--- src/hdl/gbfp_pkg.sv ---
// ----------------------------------------------------------------------------
// gbfp_pkg
// Shared types and constants for the binary GNSS frame parser.
// ----------------------------------------------------------------------------
package gbfp_pkg;

  localparam int unsigned STORE_BYTES = 256;
  localparam int unsigned FRAME_BYTES = 92;
  localparam int unsigned HDR_BYTES   = 4;

  localparam int unsigned STORE_CW = $clog2(STORE_BYTES + 1);
  localparam int unsigned FRAME_AW = (FRAME_BYTES > 1) ? $clog2(FRAME_BYTES) : 1;
  localparam int unsigned CFG_IDX_W = 2;
  localparam int unsigned CFG_DATA_W = 8;

  // a matching frame must fit in the store to be accepted at all
  localparam bit FRAME_FITS = (FRAME_BYTES + HDR_BYTES) <= STORE_BYTES;

  localparam logic [7:0] SYNC_FIRST       = 8'hB5;
  localparam logic [7:0] SYNC_SECOND      = 8'h62;
  localparam logic [7:0] WANTED_CLASS_RST = 8'h01;
  localparam logic [7:0] WANTED_ID_RST    = 8'h07;

  typedef enum logic [2:0] {
    PS_SYNC1   = 3'd0,
    PS_SYNC2   = 3'd1,
    PS_HEADER  = 3'd2,
    PS_PAYLOAD = 3'd3,
    PS_SUM_A   = 3'd4,
    PS_SUM_B   = 3'd5
  } parse_state_e;

  typedef enum logic [1:0] {
    STAT_HUNT    = 2'd0,
    STAT_PARSING = 2'd1,
    STAT_DONE    = 2'd2,
    STAT_READ    = 2'd3
  } status_e;

  typedef enum logic [CFG_IDX_W-1:0] {
    CFG_WANTED_CLASS = 2'd0,
    CFG_WANTED_ID    = 2'd1
  } cfg_reg_e;

  typedef enum logic {
    OP_PARSE = 1'b0,
    OP_READ  = 1'b1
  } op_e;

  // one classified request as it travels from the front to the back
  typedef struct packed {
    op_e                 op;
    logic [7:0]          rx_byte;
    logic                in_range;
    logic [FRAME_AW-1:0] rd_addr;
  } op_t;

endpackage

--- src/hdl/gbfp_ram.sv ---
// ----------------------------------------------------------------------------
// gbfp_ram
// Generic single-write, single-read RAM with registered read data.
// ----------------------------------------------------------------------------
module gbfp_ram #(
  parameter int unsigned WIDTH = 8,
  parameter int unsigned DEPTH = 16,
  parameter int unsigned AW    = (DEPTH > 1) ? $clog2(DEPTH) : 1
) (
  input  logic             clk_i,
  input  logic             we_i,
  input  logic [AW-1:0]    waddr_i,
  input  logic [WIDTH-1:0] wdata_i,
  input  logic             re_i,
  input  logic [AW-1:0]    raddr_i,
  output logic [WIDTH-1:0] rdata_o
);

  logic [WIDTH-1:0] mem_q [DEPTH];
  logic [WIDTH-1:0] rdata_q;

  always_ff @(posedge clk_i) begin
    if (we_i) begin
      mem_q[waddr_i] <= wdata_i;
    end
    if (re_i) begin
      rdata_q <= mem_q[raddr_i];
    end
  end

  assign rdata_o = rdata_q;

endmodule

--- src/hdl/gbfp_queue.sv ---
// ----------------------------------------------------------------------------
// gbfp_queue
// Two-entry queue of classified requests between front and back.
// ----------------------------------------------------------------------------
module gbfp_queue (
  input  logic          clk_i,
  input  logic          rst_ni,
  input  logic          push_i,
  input  gbfp_pkg::op_t push_op_i,
  output logic          full_o,
  input  logic          pop_i,
  output logic          valid_o,
  output gbfp_pkg::op_t head_o
);
  import gbfp_pkg::*;

  op_t        entry_q [2];
  logic       wr_ptr_q, wr_ptr_d;
  logic       rd_ptr_q, rd_ptr_d;
  logic [1:0] count_q, count_d;
  logic       do_push, do_pop;

  assign full_o  = (count_q == 2'd2);
  assign valid_o = (count_q != 2'd0);
  assign head_o  = entry_q[rd_ptr_q];
  assign do_push = push_i && !full_o;
  assign do_pop  = pop_i && valid_o;

  always_comb begin
    wr_ptr_d = do_push ? ~wr_ptr_q : wr_ptr_q;
    rd_ptr_d = do_pop ? ~rd_ptr_q : rd_ptr_q;
    count_d  = count_q + {1'b0, do_push} - {1'b0, do_pop};
  end

  always_ff @(posedge clk_i or negedge rst_ni) begin
    if (!rst_ni) begin
      wr_ptr_q <= 1'b0;
      rd_ptr_q <= 1'b0;
      count_q  <= 2'd0;
    end else begin
      wr_ptr_q <= wr_ptr_d;
      rd_ptr_q <= rd_ptr_d;
      count_q  <= count_d;
    end
  end

  always_ff @(posedge clk_i) begin
    if (do_push) begin
      entry_q[wr_ptr_q] <= push_op_i;
    end
  end

endmodule

--- src/hdl/gbfp_front.sv ---
// ----------------------------------------------------------------------------
// gbfp_front
// Input handshake; classifies each beat as a parse byte or a frame read.
// ----------------------------------------------------------------------------
module gbfp_front (
  input  logic          in_valid_i,
  output logic          in_stall_o,
  input  logic          req_type_i,
  input  logic [7:0]    rx_byte_i,
  input  logic [7:0]    read_index_i,
  input  logic          q_full_i,
  output logic          q_push_o,
  output gbfp_pkg::op_t q_op_o
);
  import gbfp_pkg::*;

  assign in_stall_o = q_full_i;
  assign q_push_o   = in_valid_i && !q_full_i;

  always_comb begin
    q_op_o.op       = req_type_i ? OP_READ : OP_PARSE;
    q_op_o.rx_byte  = rx_byte_i;
    q_op_o.in_range = ({24'd0, read_index_i} < 32'(FRAME_BYTES));
    q_op_o.rd_addr  = read_index_i[FRAME_AW-1:0];
  end

endmodule

--- src/hdl/gbfp_back.sv ---
// ----------------------------------------------------------------------------
// gbfp_back
// Parser state machine, checksum, double-buffered held frame and result
// pipeline.
// ----------------------------------------------------------------------------
module gbfp_back (
  input  logic                            clk_i,
  input  logic                            rst_ni,
  input  logic                            cfg_we_i,
  input  logic [gbfp_pkg::CFG_IDX_W-1:0]  cfg_idx_i,
  input  logic [gbfp_pkg::CFG_DATA_W-1:0] cfg_data_i,
  input  logic                            q_valid_i,
  input  gbfp_pkg::op_t                   q_head_i,
  output logic                            q_pop_o,
  output logic                            out_valid_o,
  input  logic                            out_stall_i,
  output logic [1:0]                      status_o,
  output logic [7:0]                      read_data_o
);
  import gbfp_pkg::*;

  // configuration
  logic [7:0] wanted_class_q, wanted_id_q;

  // parser state
  parse_state_e        state_q, state_d;
  logic [STORE_CW-1:0] store_cnt_q, store_cnt_d;
  logic [15:0]         frame_len_q, frame_len_d;
  logic [15:0]         pay_cnt_q, pay_cnt_d;
  logic [7:0]          sum_a_q, sum_a_d;
  logic [7:0]          sum_b_q, sum_b_d;
  logic [7:0]          cls_q, cls_d;
  logic [7:0]          id_q, id_d;
  logic [7:0]          len_lo_q, len_lo_d;

  // held frame: the active bank is read, the other one fills
  logic active_q, active_d;
  logic held_valid_q, held_valid_d;

  // pipeline
  logic    s1_valid_q, s1_rd_q, s1_sel_q;
  status_e s1_status_q;
  logic    out_valid_q;
  status_e out_status_q;
  logic [7:0] out_data_q;

  logic       s1_adv, pop, parse_pop, read_pop;
  logic [7:0] b, a_next, b_next;
  logic       overflow, accept, wr_en;
  logic [15:0] pay_next;
  status_e    parse_status;
  logic [7:0] rdata0, rdata1;

  assign s1_adv    = !out_valid_q || !out_stall_i;
  assign pop       = q_valid_i && (!s1_valid_q || s1_adv);
  assign q_pop_o   = pop;
  assign parse_pop = pop && (q_head_i.op == OP_PARSE);
  assign read_pop  = pop && (q_head_i.op == OP_READ);

  assign b        = q_head_i.rx_byte;
  assign a_next   = sum_a_q + b;
  assign b_next   = sum_b_q + a_next;
  assign pay_next = pay_cnt_q + 16'd1;
  assign overflow = (store_cnt_q == STORE_CW'(STORE_BYTES));
  assign accept   = FRAME_FITS && (b == sum_b_q) && (cls_q == wanted_class_q) &&
                    (id_q == wanted_id_q) &&
                    (store_cnt_q == STORE_CW'(FRAME_BYTES + HDR_BYTES));
  assign wr_en    = parse_pop && (state_q == PS_PAYLOAD) && !overflow &&
                    (pay_cnt_q < 16'(FRAME_BYTES));

  // next state and parser datapath
  always_comb begin
    state_d      = state_q;
    store_cnt_d  = store_cnt_q;
    frame_len_d  = frame_len_q;
    pay_cnt_d    = pay_cnt_q;
    sum_a_d      = sum_a_q;
    sum_b_d      = sum_b_q;
    cls_d        = cls_q;
    id_d         = id_q;
    len_lo_d     = len_lo_q;
    active_d     = active_q;
    held_valid_d = held_valid_q;
    if (parse_pop) begin
      unique case (state_q)
        PS_SYNC1: begin
          if (b == SYNC_FIRST) begin
            state_d = PS_SYNC2;
          end
        end
        PS_SYNC2: begin
          state_d     = (b == SYNC_SECOND) ? PS_HEADER : PS_SYNC1;
          store_cnt_d = '0;
          frame_len_d = '0;
          pay_cnt_d   = '0;
          sum_a_d     = '0;
          sum_b_d     = '0;
        end
        PS_HEADER, PS_PAYLOAD: begin
          if (overflow) begin
            state_d     = PS_SYNC1;
            store_cnt_d = '0;
            frame_len_d = '0;
            pay_cnt_d   = '0;
            sum_a_d     = '0;
            sum_b_d     = '0;
          end else begin
            store_cnt_d = store_cnt_q + STORE_CW'(1);
            sum_a_d     = a_next;
            sum_b_d     = b_next;
            if (state_q == PS_HEADER) begin
              unique case (store_cnt_q[1:0])
                2'd0: cls_d    = b;
                2'd1: id_d     = b;
                2'd2: len_lo_d = b;
                default: begin
                  frame_len_d = {b, len_lo_q};
                  pay_cnt_d   = '0;
                  state_d     = ({b, len_lo_q} == 16'd0) ? PS_SUM_A : PS_PAYLOAD;
                end
              endcase
            end else begin
              pay_cnt_d = pay_next;
              if (pay_next == frame_len_q) begin
                state_d = PS_SUM_A;
              end
            end
          end
        end
        PS_SUM_A: begin
          if (b == sum_a_q) begin
            state_d = PS_SUM_B;
          end else begin
            state_d     = PS_SYNC1;
            store_cnt_d = '0;
            frame_len_d = '0;
            pay_cnt_d   = '0;
            sum_a_d     = '0;
            sum_b_d     = '0;
          end
        end
        default: begin
          if (state_q == PS_SUM_B && accept) begin
            active_d     = ~active_q;
            held_valid_d = 1'b1;
          end
          state_d     = PS_SYNC1;
          store_cnt_d = '0;
          frame_len_d = '0;
          pay_cnt_d   = '0;
          sum_a_d     = '0;
          sum_b_d     = '0;
        end
      endcase
    end
  end

  // status of a parse beat
  always_comb begin
    parse_status = STAT_PARSING;
    unique case (state_q)
      PS_SYNC1: parse_status = (b == SYNC_FIRST) ? STAT_PARSING : STAT_HUNT;
      PS_SUM_B: parse_status = accept ? STAT_DONE : STAT_PARSING;
      default:  parse_status = STAT_PARSING;
    endcase
  end

  always_ff @(posedge clk_i or negedge rst_ni) begin
    if (!rst_ni) begin
      wanted_class_q <= WANTED_CLASS_RST;
      wanted_id_q    <= WANTED_ID_RST;
      state_q        <= PS_SYNC1;
      store_cnt_q    <= '0;
      frame_len_q    <= '0;
      pay_cnt_q      <= '0;
      sum_a_q        <= '0;
      sum_b_q        <= '0;
      active_q       <= 1'b0;
      held_valid_q   <= 1'b0;
      s1_valid_q     <= 1'b0;
      out_valid_q    <= 1'b0;
    end else begin
      if (cfg_we_i) begin
        unique case (cfg_idx_i)
          CFG_WANTED_CLASS: wanted_class_q <= cfg_data_i;
          CFG_WANTED_ID:    wanted_id_q    <= cfg_data_i;
          default: ;
        endcase
      end
      state_q      <= state_d;
      store_cnt_q  <= store_cnt_d;
      frame_len_q  <= frame_len_d;
      pay_cnt_q    <= pay_cnt_d;
      sum_a_q      <= sum_a_d;
      sum_b_q      <= sum_b_d;
      active_q     <= active_d;
      held_valid_q <= held_valid_d;
      if (pop) begin
        s1_valid_q <= 1'b1;
      end else if (s1_adv) begin
        s1_valid_q <= 1'b0;
      end
      if (s1_adv) begin
        out_valid_q <= s1_valid_q;
      end
    end
  end

  // payload registers
  always_ff @(posedge clk_i) begin
    cls_q    <= cls_d;
    id_q     <= id_d;
    len_lo_q <= len_lo_d;
    if (pop) begin
      s1_status_q <= read_pop ? STAT_READ : parse_status;
      s1_rd_q     <= read_pop && q_head_i.in_range && held_valid_q;
      s1_sel_q    <= active_q;
    end
    if (s1_adv && s1_valid_q) begin
      out_status_q <= s1_status_q;
      out_data_q   <= s1_rd_q ? (s1_sel_q ? rdata1 : rdata0) : 8'd0;
    end
  end

  gbfp_ram #(
    .WIDTH (8),
    .DEPTH (FRAME_BYTES)
  ) u_bank0 (
    .clk_i   (clk_i),
    .we_i    (wr_en && active_q),
    .waddr_i (pay_cnt_q[FRAME_AW-1:0]),
    .wdata_i (b),
    .re_i    (read_pop),
    .raddr_i (q_head_i.rd_addr),
    .rdata_o (rdata0)
  );

  gbfp_ram #(
    .WIDTH (8),
    .DEPTH (FRAME_BYTES)
  ) u_bank1 (
    .clk_i   (clk_i),
    .we_i    (wr_en && !active_q),
    .waddr_i (pay_cnt_q[FRAME_AW-1:0]),
    .wdata_i (b),
    .re_i    (read_pop),
    .raddr_i (q_head_i.rd_addr),
    .rdata_o (rdata1)
  );

  assign out_valid_o = out_valid_q;
  assign status_o    = out_status_q;
  assign read_data_o = out_data_q;

endmodule

--- src/hdl/gnss_binary_frame_parser_top.sv ---
// ----------------------------------------------------------------------------
// gnss_binary_frame_parser_top
// Byte-serial binary GNSS frame parser with a double-buffered held frame.
// ----------------------------------------------------------------------------
//  channel | direction | handshake              | payload
//  --------+-----------+------------------------+----------------------------
//  in      | in        | in_valid_i/in_stall_o  | req_type, rx_byte, read_index
//  out     | out       | out_valid_o/out_stall_i| status, read_data
//  cfg     | in        | cfg_we_i               | cfg_idx_i, cfg_data_i
//
// One beat per cycle sustained while the output is not stalled; each result passes
// through the queue, the execute stage with registered RAM read and the output register.
// The parser updates once per byte; accepted frames swap held-frame
// banks in the same cycle, so no copy sweep is needed.
// Reset clears the parser, config to defaults and marks the held frame empty.
// Output stall backs up into a two-entry queue, then raises in_stall_o.
// ----------------------------------------------------------------------------
module gnss_binary_frame_parser_top (
  input  logic                            clk_i,
  input  logic                            rst_ni,
  input  logic                            in_valid_i,
  output logic                            in_stall_o,
  input  logic                            req_type_i,
  input  logic [7:0]                      rx_byte_i,
  input  logic [7:0]                      read_index_i,
  output logic                            out_valid_o,
  input  logic                            out_stall_i,
  output logic [1:0]                      status_o,
  output logic [7:0]                      read_data_o,
  input  logic                            cfg_we_i,
  input  logic [gbfp_pkg::CFG_IDX_W-1:0]  cfg_idx_i,
  input  logic [gbfp_pkg::CFG_DATA_W-1:0] cfg_data_i
);
  import gbfp_pkg::*;

  op_t  push_op, head_op;
  logic push, full, pop, q_valid;

  gbfp_front u_front (
    .in_valid_i   (in_valid_i),
    .in_stall_o   (in_stall_o),
    .req_type_i   (req_type_i),
    .rx_byte_i    (rx_byte_i),
    .read_index_i (read_index_i),
    .q_full_i     (full),
    .q_push_o     (push),
    .q_op_o       (push_op)
  );

  gbfp_queue u_queue (
    .clk_i     (clk_i),
    .rst_ni    (rst_ni),
    .push_i    (push),
    .push_op_i (push_op),
    .full_o    (full),
    .pop_i     (pop),
    .valid_o   (q_valid),
    .head_o    (head_op)
  );

  gbfp_back u_back (
    .clk_i       (clk_i),
    .rst_ni      (rst_ni),
    .cfg_we_i    (cfg_we_i),
    .cfg_idx_i   (cfg_idx_i),
    .cfg_data_i  (cfg_data_i),
    .q_valid_i   (q_valid),
    .q_head_i    (head_op),
    .q_pop_o     (pop),
    .out_valid_o (out_valid_o),
    .out_stall_i (out_stall_i),
    .status_o    (status_o),
    .read_data_o (read_data_o)
  );

endmodule

--- config.mk ---
export PLATFORM = sky130hd
export DESIGN_NAME = gnss_binary_frame_parser_top
export DESIGN_NICKNAME = d
export VERILOG_FILES = /design/src/hdl/gbfp_pkg.sv /design/src/hdl/gbfp_ram.sv /design/src/hdl/gbfp_queue.sv /design/src/hdl/gbfp_front.sv /design/src/hdl/gbfp_back.sv /design/src/hdl/gnss_binary_frame_parser_top.sv
export SDC_FILE = /design/constraint.sdc
export NUM_CORES = 2
export LEC_CHECK = 0
export BUFFER_PORTS_ARGS = -buffer_cell sky130_fd_sc_hd__buf_2
export CORE_UTILIZATION = 50
export CTS_CLUSTER_SIZE = 10
export DETAILED_ROUTE_END_ITERATION = 10
export HOLD_SLACK_MARGIN = 0.12
export PLACE_DENSITY = 0.65
export SLEW_MARGIN = 20
export SYNTH_ARGS = -nofsm -noshare
export SYNTH_HDL_FRONTEND = slang
export SYNTH_SLANG_ARGS = --single-unit
--- constraint.sdc ---
create_clock -name clk_i -period 8.7 [get_ports clk_i]
set_input_delay 1.74 -clock clk_i [delete_from_list [all_inputs] [get_ports clk_i]]
set_output_delay 1.74 -clock clk_i [all_outputs]
set_load 0.02 [all_outputs]
==> results.toml <==
[run_status]
status = "finished clean"

[finish]
final_cell_mix = "edfxtp_1 (1560), nand2_1 (1220), nand3_1 (644)"
final_nets = 5013
fill_cells = 10500
final_common_cell = "edfxtp_1"
syn_to_final_growth_pct = 9.92
drive_gt1_share_pct = 8.95

[synthesis]
syn_nets = 5030
synth_area_um2 = 67400
yosys_register_bits = 1644
ys_types = 82
yosysWarnings = 0
ys_async_sr_fraction_pct = 5.11
synth_area_per_cell_um2 = 13.5
ys.flop_type = "edfxtp_1"
ys_seq_area_share_pct = 72.7
synth_edf_count = 1560
synthesis.instances = 4975

[critical_path]
cp-end-kind = "register"
crit_chain = "buf_4 > mux2i_1 > o211a_1 > nand3_1 > buf_4 > nor4_2 > nand3_1 > nor2_1"
critical-path-top-delay-family = "simple AND/OR/NAND/NOR gates"
cp_slowest_stage_delay_ns = 1.01
slowest_stage = "nand3_1"
cp_data_required_time_ns = 9.11
crit_cells = 8
critPathKind = "reg2reg"
startpoint_type = "register"
critPathMaxFanout = 29
cp_num_buf_inv = 2
r2r_cells = 8
cp.arrival_ns = 5.29

[floorplan]
core_um2 = 134000
num_rows = 134
fp.dieW_um = 369
dieArea_um2 = 136000
start_util_pct = 50.4
die_h_um = 369
io_pins = 44

[global_route]
top_usage_layer = "met2"
track_usage_pct = 26.3
grt_use_met1_pct = 37.5
grt_max_degree = 187
grt_overflow = 0
use_met2_pct = 40.8
grt_pass1_vias = 40100
grtUsageMet3_pct = 4.67
grt_pass1_wl_mm = 264
antenna_found_initial = 4

[drt]
ant_nets = 0
viasPerCell = 6.14
drt_wl_total_mm = 179
drt-initial-drc-count = 5551
drc_errors = 0
wire_per_inst_um = 26.5
firstDrtPassIters = 5
vias = 41500

[pwr]
cellLeakagePower_uw = 0.0253
p_sw_share_pct = 36.0
p_per_area_nw_per_um2 = 334
pwr-share-clk_pct = 27.4
power.internal_uw = 15800
p_switching_uw = 8890
power_frac_seq_pct = 40.7
power_uw = 24700
peakVddDrop_mv = 0.235
pwr-share-comb_pct = 31.9

[timing]
worst_pin_slew_ns = 1.15
finClkSkew_ns = 0.0419
hold_viol_final = 0
finalCriticalPeriod_ns = 4.88
tns_ns = 0
slew_viol_final = 0
max_freq_mhz = 205
slew_headroom_pct = 23.0
setup_viol = 0
period_share_pct = 56.1
timing.hold.ws_ns = 0.479
rsz0062_at_grt = "false"

[place]
dp_hpwl_mm = 104
numPortBuffers = 43
gp_congestion = 0.870

[clocking]
cts_resized = 0
clk_pin_slew_ns = 0.06
post-cts-setup-buffer-count = 0
numCtsBuffers = 183
ctsLongestPathBuffers = 3
htree_levels = 4
clk-insertion-delay-late_ns = 0.82
cts_tree = "yes"
clock_sinks = 1644
clock-root-buffer = "clkbuf_16"
cts_hold_buf = 0

[hold_path]
hp-class = "reg2reg"
min_path_cells = 1

[run]
cap_violations = 0
-- cell usage after synthesis (all sizes together) (61+ instances only) --
master | instances | share of area [%]
and3 | 73 | 0.68
o21ai | 61 | 0.45
clkbuf | 142 | 0.79
dfrtp | 80 | 3.0
edfxtp | 1560 | 70
a21oi | 63 | 0.47
a311oi | 89 | 1.2
buf | 174 | 1.5
mux2i | 154 | 2.3
nor2 | 225 | 1.3
mux4 | 68 | 2.3
nand3 | 646 | 4.8
nand2 | 1221 | 6.8
-- power by group through the flow --
stage	Combinational [uW]	Clock [uW]	Sequential, uW
2_1_floorplan	4900	0	10300
3_3_place_gp	7740	0	10200
3_5_place_dp	7810	0	10200
4_1_cts	7830	6820	10100
5_1_grt	8390	7120	10100
6_report	7880	6770	10100
-- worst reg2reg max path, stage by stage, from the launching register on --
cell and delay, ns:
dfrtp_2 0.34, buf_4 0.46, mux2i_1 0.40, o211a_1 0.26
nand3_1 0.10, buf_4 0.25, nor4_2 0.72, nand3_1 1.01
nor2_1 0.94
-- per-stage QoR --
stage / setup WS [ns] / area (um2) / std cells / util, %
floorplan: 3.08 / 67400 / 4975 / -
global placement: 3.22 / 69000 / 6541 / 51.7
detailed placement: 3.20 / 69100 / 6541 / 51.7
CTS: 3.86 / 74000 / 6765 / 55.4
global route: 3.54 / 74000 / 6765 / 55.4
finish: 3.82 / 74000 / 6766 / 55.4
-- final timing paths --
check                                     from                     endpoint  slack [ns]
min reg2reg                u_back.held_valid_q          u_back.held_valid_q        0.48
max reg2reg                   u_queue.rd_ptr_q  u_back.u_bank1.mem_q[73][6]        3.82
min                        u_back.held_valid_q          u_back.held_valid_q        0.48
max in group asynchronous               rst_ni             u_queue.rd_ptr_q        6.69
max                           u_queue.rd_ptr_q  u_back.u_bank1.mem_q[73][6]        3.82
min in group asynchronous               rst_ni            u_back.sum_b_q[2]        0.80
-- area by class of cell --
type	instances	area [um2]	area share (%)
diodes	1	2.50	0.00338
clock buffers	208	4740	6.40
clock inverters	16	245	0.331
inverters	22	123	0.166
multi-input cells	2993	16900	22.8
flip-flops and latches	1644	49000	66.1
well taps	1768	2210	2.99
repair buffers	114	851	1.15
-- cells by family after synthesis --
| family | count (synthesis) | share of synthesized area (%) |
|---|---|---|
| AND/OR/NAND/NOR | 2298 | 14.8 |
| flip-flops | 1644 | 72.7 |
| AO/OA/AOI/OAI | 368 | 3.90 |
| buffers and inverters | 338 | 2.42 |
| multiplexers | 246 | 4.97 |
| XOR/XNOR | 58 | 0.754 |
| adder cells (fa/ha/maj) | 23 | 0.450 |
-- metal layers --
metal	up-vias	wire length, um	part of all wire, %
met1	20800	73700	41
met2	2105	84200	47
met4	2	5410	3.0
li1	18300	-	-
met3	301	16100	9.0
met5	-	13	0.0072
-- registers in the layout, indices dropped and copies added, names as in the netlist, 9 cells and up --
name,flops
u_back.pay_cnt_q,16
u_back.u_bank1.mem_q,736
u_back.u_bank0.mem_q,736
u_back.store_cnt_q,9
u_queue.entry_q,34
u_back.frame_len_q,16
Power figures use the tool's default switching activity.
